`src/rtl/ppr_pkg.sv`:
```
package ppr_pkg;

  // Framing position within a packet.
  typedef enum logic [2:0] {
    PH_MAGIC1      = 3'd0,
    PH_MAGIC2      = 3'd1,
    PH_COMMAND     = 3'd2,
    PH_COMPRESSION = 3'd3,
    PH_LENGTH_LO   = 3'd4,
    PH_LENGTH_HI   = 3'd5,
    PH_PAYLOAD     = 3'd6,
    PH_TRAILER     = 3'd7
  } phase_t;

  // Event codes reported on the fourth trailer byte.
  typedef enum logic [2:0] {
    EV_NONE    = 3'd0,
    EV_INIT    = 3'd1,
    EV_PRINT   = 3'd2,
    EV_STORED  = 3'd3,
    EV_DROPPED = 3'd4,
    EV_OTHER   = 3'd5
  } event_t;

  localparam logic [7:0] MAGIC_FIRST  = 8'h88;
  localparam logic [7:0] MAGIC_SECOND = 8'h33;
  localparam logic [7:0] REPLY_GOOD   = 8'h81;
  localparam logic [7:0] REPLY_NONE   = 8'h00;

  localparam logic [7:0] CMD_INIT  = 8'h01;
  localparam logic [7:0] CMD_PRINT = 8'h02;
  localparam logic [7:0] CMD_DATA  = 8'h04;

  // Trailer positions, counted after the current byte.
  localparam logic [15:0] TRAILER_CHECK = 16'd3;
  localparam logic [15:0] TRAILER_LAST  = 16'd4;

endpackage

```
`src/rtl/printer_packet_receiver_core.sv`:
```
// Printer packet receiver.
// The input channel (in_valid, in_ready, rx_byte) takes one byte from the
// host serial link per request. The block frames packets of two magic
// bytes, command, compression, 16-bit little-endian length, payload and a
// four-byte trailer, keeping a 16-bit wrapping checksum on the way.
// Every accepted byte yields exactly one result request on the output
// channel (out_valid, out_ready and the result fields): the reply byte,
// the event of the executed command, the checksum verdict, the payload
// byte with its offset, the committed slot details and the packet count.
// The result is registered: it appears in the output register in the cycle
// after the byte is accepted. Throughput is one byte per cycle while results
// are taken, set by the single state update between the input handshake and
// the output register.
// When the receiver stalls, the output register holds its result and
// in_ready falls until that result is taken; no byte is lost.
// Reset clears the framing state, the checksum, the packet count and the
// reply, and leaves the output channel empty.
module printer_packet_receiver_core
  import ppr_pkg::*;
#(
  parameter int MAX_PACKETS = 10
) (
  input  logic        clk,
  input  logic        rst,
  input  logic        in_valid,
  output logic        in_ready,
  input  logic [7:0]  rx_byte,
  output logic        out_valid,
  input  logic        out_ready,
  output logic [7:0]  reply_byte,
  output logic [2:0]  event_res,
  output logic        checksum_ok,
  output logic        payload_valid,
  output logic [7:0]  payload_byte,
  output logic [15:0] payload_offset,
  output logic [3:0]  stored_slot,
  output logic [15:0] stored_size,
  output logic [7:0]  stored_compressed,
  output logic [4:0]  packet_count
);

  localparam logic [4:0] MaxPkts = 5'(MAX_PACKETS);

  // Framing state.
  phase_t      phase, phase_next;
  logic [7:0]  command_byte, command_byte_next;
  logic [7:0]  compression_byte, compression_byte_next;
  logic [15:0] payload_length, payload_length_next;
  logic [15:0] byte_index, byte_index_next;
  logic [15:0] running_sum, running_sum_next;
  logic [15:0] received_sum, received_sum_next;
  logic [4:0]  stored_packets, stored_packets_next;
  logic [7:0]  reply_reg, reply_reg_next;

  // Result fields before the output register.
  event_t      ev_next;
  logic        ck_next;
  logic        pv_next;
  logic [7:0]  pb_next;
  logic [15:0] po_next;
  logic [3:0]  slot_next;
  logic [15:0] size_next;
  logic [7:0]  comp_next;

  logic        in_fire;
  logic [15:0] sum_add;
  logic [15:0] index_inc;
  logic [15:0] length_full;

  assign in_ready  = !out_valid || out_ready;
  assign in_fire   = in_valid && in_ready;
  assign sum_add   = running_sum + {8'h00, rx_byte};
  assign index_inc = byte_index + 16'd1;
  assign length_full = {rx_byte, payload_length[7:0]};

  // Per-byte state update and result.
  always_comb begin
    phase_next            = phase;
    command_byte_next     = command_byte;
    compression_byte_next = compression_byte;
    payload_length_next   = payload_length;
    byte_index_next       = byte_index;
    running_sum_next      = running_sum;
    received_sum_next     = received_sum;
    stored_packets_next   = stored_packets;
    reply_reg_next        = reply_reg;
    ev_next   = EV_NONE;
    ck_next   = 1'b0;
    pv_next   = 1'b0;
    pb_next   = 8'h00;
    po_next   = 16'h0000;
    slot_next = 4'h0;
    size_next = 16'h0000;
    comp_next = 8'h00;
    case (phase)
      PH_MAGIC1: begin
        reply_reg_next = REPLY_NONE;
        if (rx_byte == MAGIC_FIRST) begin
          phase_next = PH_MAGIC2;
        end
      end
      PH_MAGIC2: begin
        phase_next = (rx_byte == MAGIC_SECOND) ? PH_COMMAND : PH_MAGIC1;
      end
      PH_COMMAND: begin
        command_byte_next = rx_byte;
        running_sum_next  = {8'h00, rx_byte};
        phase_next        = PH_COMPRESSION;
      end
      PH_COMPRESSION: begin
        compression_byte_next = rx_byte;
        running_sum_next      = sum_add;
        phase_next            = PH_LENGTH_LO;
      end
      PH_LENGTH_LO: begin
        payload_length_next = {8'h00, rx_byte};
        running_sum_next    = sum_add;
        phase_next          = PH_LENGTH_HI;
      end
      PH_LENGTH_HI: begin
        payload_length_next = length_full;
        running_sum_next    = sum_add;
        byte_index_next     = 16'h0000;
        phase_next          = (length_full != 16'h0000) ? PH_PAYLOAD : PH_TRAILER;
      end
      PH_PAYLOAD: begin
        pv_next          = 1'b1;
        pb_next          = rx_byte;
        po_next          = byte_index;
        running_sum_next = sum_add;
        if (index_inc == payload_length) begin
          byte_index_next = 16'h0000;
          phase_next      = PH_TRAILER;
        end else begin
          byte_index_next = index_inc;
        end
      end
      default: begin
        // Trailer: checksum low, checksum high, then two filler bytes.
        if (byte_index == 16'd0) begin
          received_sum_next = {received_sum[15:8], rx_byte};
        end else if (byte_index == 16'd1) begin
          received_sum_next = {rx_byte, received_sum[7:0]};
        end
        byte_index_next = index_inc;
        reply_reg_next  = REPLY_NONE;
        if (index_inc == TRAILER_CHECK && running_sum == received_sum) begin
          reply_reg_next = REPLY_GOOD;
          ck_next        = 1'b1;
        end
        if (index_inc >= TRAILER_LAST) begin
          case (command_byte)
            CMD_INIT: begin
              stored_packets_next = 5'd0;
              ev_next             = EV_INIT;
            end
            CMD_PRINT: begin
              ev_next = EV_PRINT;
            end
            CMD_DATA: begin
              if (stored_packets >= MaxPkts) begin
                ev_next = EV_DROPPED;
              end else begin
                ev_next             = EV_STORED;
                slot_next           = stored_packets[3:0];
                size_next           = payload_length;
                comp_next           = compression_byte;
                stored_packets_next = stored_packets + 5'd1;
              end
            end
            default: begin
              ev_next = EV_OTHER;
            end
          endcase
          byte_index_next = 16'h0000;
          phase_next      = PH_MAGIC1;
        end
      end
    endcase
  end

  // State registers, updated only when a byte is accepted.
  always_ff @(posedge clk) begin
    if (rst) begin
      phase            <= PH_MAGIC1;
      command_byte     <= 8'h00;
      compression_byte <= 8'h00;
      payload_length   <= 16'h0000;
      byte_index       <= 16'h0000;
      running_sum      <= 16'h0000;
      received_sum     <= 16'h0000;
      stored_packets   <= 5'd0;
      reply_reg        <= REPLY_NONE;
    end else if (in_fire) begin
      phase            <= phase_next;
      command_byte     <= command_byte_next;
      compression_byte <= compression_byte_next;
      payload_length   <= payload_length_next;
      byte_index       <= byte_index_next;
      running_sum      <= running_sum_next;
      received_sum     <= received_sum_next;
      stored_packets   <= stored_packets_next;
      reply_reg        <= reply_reg_next;
    end
  end

  // Output register valid flag.
  always_ff @(posedge clk) begin
    if (rst) begin
      out_valid <= 1'b0;
    end else if (in_fire) begin
      out_valid <= 1'b1;
    end else if (out_ready) begin
      out_valid <= 1'b0;
    end
  end

  // Output register payload.
  always_ff @(posedge clk) begin
    if (in_fire) begin
      event_res         <= ev_next;
      checksum_ok       <= ck_next;
      payload_valid     <= pv_next;
      payload_byte      <= pb_next;
      payload_offset    <= po_next;
      stored_slot       <= slot_next;
      stored_size       <= size_next;
      stored_compressed <= comp_next;
    end
  end

  // The reply and the count are state in their own right and stay put
  // while a result waits, because no byte is accepted meanwhile.
  assign reply_byte   = reply_reg;
  assign packet_count = stored_packets;

  // The packet count never passes the number of slots.
  a_count_bound: assert property (@(posedge clk) disable iff (rst)
    stored_packets <= MaxPkts)
    else $error("packet count exceeds slot limit");

  // A command event only comes with the return to the first magic byte.
  a_event_phase: assert property (@(posedge clk) disable iff (rst)
    out_valid && event_res != EV_NONE |-> phase == PH_MAGIC1)
    else $error("event reported outside end of packet");

  // A payload byte leaves the block in the payload or trailer phase.
  a_payload_phase: assert property (@(posedge clk) disable iff (rst)
    out_valid && payload_valid |-> phase == PH_PAYLOAD || phase == PH_TRAILER)
    else $error("payload byte outside payload");

  // A good checksum verdict always carries the good reply.
  a_reply_good: assert property (@(posedge clk) disable iff (rst)
    out_valid && checksum_ok |-> reply_byte == REPLY_GOOD)
    else $error("checksum verdict without good reply");

  // Every accepted byte gives a result on the next cycle.
  a_result_follows: assert property (@(posedge clk) disable iff (rst)
    in_fire |=> out_valid)
    else $error("accepted byte produced no result");

endmodule
```
`config.mk`:
```
export PLATFORM = sky130hd
export DESIGN_NAME = printer_packet_receiver_core
export DESIGN_NICKNAME = d
export VERILOG_FILES = /design/src/rtl/ppr_pkg.sv /design/src/rtl/printer_packet_receiver_core.sv
export SDC_FILE = /design/constraint.sdc
export NUM_CORES = 1
export LEC_CHECK = 0
export BUFFER_PORTS_ARGS = -buffer_cell sky130_fd_sc_hd__buf_4
export CORE_MARGIN = 1
export CORE_UTILIZATION = 50
export DETAILED_ROUTE_END_ITERATION = 10
export PLACE_DENSITY = 0.73
export SLEW_MARGIN = 15
export SYNTH_ARGS = -nofsm -noshare
export SYNTH_HDL_FRONTEND = slang
export SYNTH_SLANG_ARGS = --single-unit
```
`constraint.sdc`:
```
create_clock -name clk -period 4.1 [get_ports clk]
set_input_delay 1.23 -clock clk [delete_from_list [all_inputs] [get_ports clk]]
set_output_delay 1.23 -clock clk [all_outputs]
set_load 0.02 [all_outputs]
```
== Yosys cells after proc, flatten, opt, wreduce, memory -nomap -nowiden ==
Cells that the tools add are included.
Word-level totals
  input bits: 12
  word-level logic and storage cells: 101
  bits in read-only memories: 0
  bits in latches: 0
  bits in registers: 154
  output and inout port bits: 72
  RAM bits: 0
  memories kept: 0
Operators by class
  $add $sub $neg: 3
  equality and inequality tests: 18
  shift-type cells: 0
  multiplexer cells: 22
  reductions and logical operators: 29
  multiply operators: 0
  order comparisons: 2
  divide/modulo/power cells: 0
  bitwise gates (word level): 7
Operators with widths (count)
  $pmux W16 S2: 2
  $pmux W16 S3: 1
  $eq A16 B16 Y1: 2
  $mux W16: 2
  $pmux W3 S7: 1
  $add A16 B1 Y16 const B: 1
  $add A16 B8 Y16: 1
  $eq A16 B1 Y1 const B: 1
  $eq A16 B2 Y1 const B: 1
  $ge A16 B3 Y1 const B: 1
  $logic_not A16 Y1: 1
  $mux W8: 2
  $pmux W8 S2: 1
  $reduce_bool A16 Y1: 1
  $mux W3: 4
  $reduce_and A2 Y1: 6
  $pmux W5 S2: 1
  $reduce_or A10 Y1: 1
  $eq A3 B3 Y1 const B: 3
  $pmux W3 S3: 1
  $eq A8 B1 Y1 const B: 1
  $eq A8 B2 Y1 const B: 1
  $eq A8 B3 Y1 const B: 1
  $eq A8 B6 Y1 const B: 1
  other kinds (24): 43

== Depth between registers and ports, before layout ==
  word-level depth: 5
  depth in mapped cells: 11
  depth with buffers taken out: 11

== Worst setup path after synthesis ==
No wires, ideal clock.
  path kind: input -> register
  start point: in out_ready
  end point: reg running_sum[10]
  slack: -0.237 ns
  setup time: 0.073 ns
  arrival: 4.263 ns
  buffers on the path: 0
  required time: 4.027 ns
  stages on the path: 6
  cell sequence: nand2b_1 nand2_1 clkinv_1 nand3_1 nand2_1 a21oi_1
On the way
  word-level cells in the longest chain between the ends: 3
Ends and longest elaborated chain
  from (decl): RTL line printer_packet_receiver_core.sv:29  | input logic out_ready,
  $logic_or A1 B1 Y1: RTL line printer_packet_receiver_core.sv:70  | assign in_ready = !out_valid || out_ready;
  $logic_and A1 B1 Y1: RTL line printer_packet_receiver_core.sv:71  | assign in_fire = in_valid && in_ready;
  named net in_fire: RTL line printer_packet_receiver_core.sv:65  | logic in_fire;
  $reduce_and A2 Y1 (no line)
  to (signal assigned): RTL line printer_packet_receiver_core.sv:200  | running_sum <= running_sum_next;
  to (decl): RTL line printer_packet_receiver_core.sv:50  | logic [15:0] running_sum, running_sum_next;
The timed path passes the listed nets, and every way through them passes these cells.
A chain may end at the register's enable or synchronous reset.

== Final worst setup path ==
  start point: reg byte_index[0]
  end point: reg stored_compressed[3], data pin
On the way
  word-level cells in the longest chain between the ends: 4
Ends and longest elaborated chain
  from (decl): RTL line printer_packet_receiver_core.sv:49  | logic [15:0] byte_index, byte_index_next;
  from (signal assigned): RTL line printer_packet_receiver_core.sv:199  | byte_index <= byte_index_next;
  $add A16 B1 Y16: RTL line printer_packet_receiver_core.sv:73  | assign index_inc = byte_index + 16'd1;
  $ge A16 B3 Y1: RTL line printer_packet_receiver_core.sv:151  | if (index_inc >= TRAILER_LAST) begin
  $not A1 Y1 (no line)
  $reduce_or A10 Y1 (no line)
  to (signal assigned): RTL line printer_packet_receiver_core.sv:228  | stored_compressed <= comp_next;
  to (decl): RTL line printer_packet_receiver_core.sv:38  | output logic [7:0] stored_compressed,
No other way between the ends.

==> results.json <==
{
  "path_clk_slew_ns": 0.06,
  "tightestPinTransition_ns": 0.935,
  "skew_ns": 0.00928,
  "crit_required_ns": 4.27,
  "setup_slack_ns": 0.724,
  "irDropWorstVdd_mv": 0.326,
  "timing.final.max_slew_violations": 0,
  "dp_slack_ns": 0.555,
  "post_layout_nonfiller_instances": 1011,
  "arrival_ns": 3.55,
  "p_per_area_nw_per_um2": 386,
  "fmax_ghz": 0.296,
  "dp_hpwl_um": 12000,
  "die_area_um2": 15400,
  "cts_htree_levels": 4,
  "synthArstFlopShare": 0,
  "synth_cell_types": 75,
  "synthTopCellsByArea": "dfxtp_1 24%, edfxtp_1 23%, mux2i_1 5.8%",
  "worst_setup_path_end_kind": "flop",
  "startpoint_type": "flop",
  "totalWireLength_um": 17200,
  "drcViolationCount": 0,
  "synthTopCellsByCount": "96 x nor2_1, 90 x dfxtp_1, 57 x edfxtp_1, 50 x nand2_1, 46 x and2_1",
  "cts_resized": 0,
  "antenna_cells": 0,
  "relSlewSlack": 0.373,
  "leakagePower_nw": 3.60,
  "utilization": 0.602,
  "cts_buffers": 17,
  "top_layer": "met4",
  "grt_usage": 0.230,
  "grt_max_degree": 40,
  "cts_tree": "built",
  "synth_top_area_share": 0.241,
  "synth-xor-area-share": 0.0739,
  "viasPerCell": 5.68,
  "max-cap-violations": 0,
  "area_growth_syn_to_layout_pct": 17.2,
  "dr.pass1.iters": 6,
  "synthesis.area_um2": 7470,
  "synth-simple-area-share": 0.234,
  "worstSkewPairLatency_ns": 0.43,
  "synth_compound_area_frac": 0.0893,
  "overflow": 0,
  "r2r_setup_slack_ns": 0.72,
  "fillCellCount": 1210,
  "grt_pass1_wl_um": 28200,
  "setup_viol_count_final": 0,
  "ctsLongestPathBuffers": 2,
  "ys_seq_area_frac": 0.470,
  "path_class": "flop to flop",
  "post_synth_mux_area_share": 0.0606,
  "status": "completed",
  "yosysTopAreaCell": "dfxtp_1",
  "syn_area_per_cell_um2": 9.87,
  "synth_cells": 757,
  "die_h_um": 124,
  "period_needed_ns": 3.38,
  "clockRootBuffer": "clkbuf_16",
  "power_mw": 3.38,
  "synth_most_common_cell": "nor2_1",
  "grt_pass1_vias": 5624,
  "drive_gt1_frac": 0.190,
  "tns_ns": 0,
  "clock-sinks": 147,
  "synth_edf_count": 57,
  "rows": 44,
  "synth_top_flop_cell": "dfxtp_1",
  "routed-via-count": 5747,
  "nets": 841,
  "core_um2": 14500,
  "post_synth_fa_ha_maj_area_fraction": 0.0261,
  "rsz0062_at_grt": "no",
  "drt-wirelength-per-cell_um": 17.1,
  "drtAntennaViolNets": 0,
  "ys_warn_count": 0,
  "drt_iter0_drc": 426,
  "io_buffer_count": 77,
  "place_inst": 979,
  "timing.final.crit_share": 0.823,
  "met1_length_um": 7220,
  "dr_wl_met3_um": 887,
  "wl_met2_um": 8510,
  "cts_hold_buf": 0,
  "grt_antenna_before_repair": 0,
  "initial_utilization": 0.514,
  "critPathMaxFanout": 27,
  "dieWidth_um": 124,
  "hold_viol": 0,
  "ioPinCount": 84,
  "ys_ff_latch": 147,
  "postCtsSetupRepairBufs": 0,
  "hp-class": "flop to flop",
  "gp_congestion": 0.887,
  "synth_top_family_by_area": "simple AND/OR/NAND/NOR gates"
}
==> worst max-delay path, stage by stage (launching register included) <==
cell       delay (ns)
dfxtp_1          0.59
ha_1             0.46
nand3_1          0.25
nor4b_1          0.45
o22ai_1          0.18
a2111oi_4        0.22
nand3_2          0.30
nand2_2          0.21
nor3_2           0.05
buf_4            0.22
and2_1           0.19
==> layout make-up <==
type / instances / area, um2 / area share
Clock buffer: 24 / 536 / 0.0612
Clock inverter: 8 / 118 / 0.0134
Inverter: 19 / 72.6 / 0.00829
Multi-Input combinational cell: 543 / 3640 / 0.416
Sequential cell: 147 / 3510 / 0.401
Tap cell: 184 / 230 / 0.0263
Timing Repair Buffer: 86 / 646 / 0.0738
==> flip-flops by register name, summed over array words and instances, names as in the netlist, 8 cells and up <==
| register | flops |
|---|---|
| stored_size | 16 |
| command_byte | 8 |
| received_sum | 16 |
| compression_byte | 8 |
| payload_byte | 8 |
| byte_index | 16 |
| stored_compressed | 8 |
| payload_length | 16 |
| payload_offset | 16 |
| running_sum | 16 |
==> cells by family (layout without fill, tap and decap cells) <==
kind of cell | after synthesis | in the layout
other | 1 | 6
buffers and inverters | 72 | 137
and+or+nand+nor | 319 | 319
xor gates and xnor gates | 63 | 63
DFF | 147 | 147
adders and majority gates | 15 | 15
AOI/OAI and AO/OA | 95 | 95
muxes | 45 | 45
==> power breakdown <==
part           total, mW  internal (mW)  switching, mW  leakage, nW
Sequential          1.55           1.54        0.00855         1.29
Clock               1.66           1.09          0.569        0.321
Combinational      0.166         0.0536          0.112         1.99
==> cells in the final DEF, fill, tap and decap left out, types with 4 or more instances in the layout <==
master and n:
a21oi_1 29, nor2_2 10, mux2i_1 43, nand2_1 50
xor2_1 30, buf_4 86, clkbuf_16 20, clkinv_2 5
a211oi_1 6, nand2b_1 7, edfxtp_1 57, and2_1 46
nor2b_1 4, nor3_1 17, o211ai_1 6, nor2_1 96
a31oi_1 5, nor4_1 13, nand4_1 8, o21ai_0 16
nand3_1 25, dfxtp_1 90, inv_1 18, xnor2_1 33
ha_1 14, or3_1 10, conb_1 6
==> stage by stage <==
| stage | instance area, um2 | hold WS, ns |
|---|---|---|
| floorplan | 7490 | 0.451 |
| global placement | 8100 | 0.465 |
| detailed placement | 8100 | 0.472 |
| CTS | 8750 | 0.487 |
| global route | 8750 | 0.517 |
| finish | 8750 | 0.485 |
==> worst paths after layout <==
kind,cells past startpoint,to,startpoint
max,10,stored_compressed[3]$_SDFFCE_PP0P_,byte_index[0]$_SDFFE_PP0P_
min,2,compression_byte[3]$_SDFFE_PP0P_,compression_byte[3]$_SDFFE_PP0P_
max reg2reg,10,stored_compressed[3]$_SDFFCE_PP0P_,byte_index[0]$_SDFFE_PP0P_
min reg2reg,2,compression_byte[3]$_SDFFE_PP0P_,compression_byte[3]$_SDFFE_PP0P_
==> per-layer routing <==
metal / global-route usage / vias up
met5: 0 / -
met4: 0.126 / 0
met3: 0.0483 / 61
met2: 0.384 / 197
met1: 0.275 / 2740
li1: - / 2749
Power figures use the tool's default switching activity.
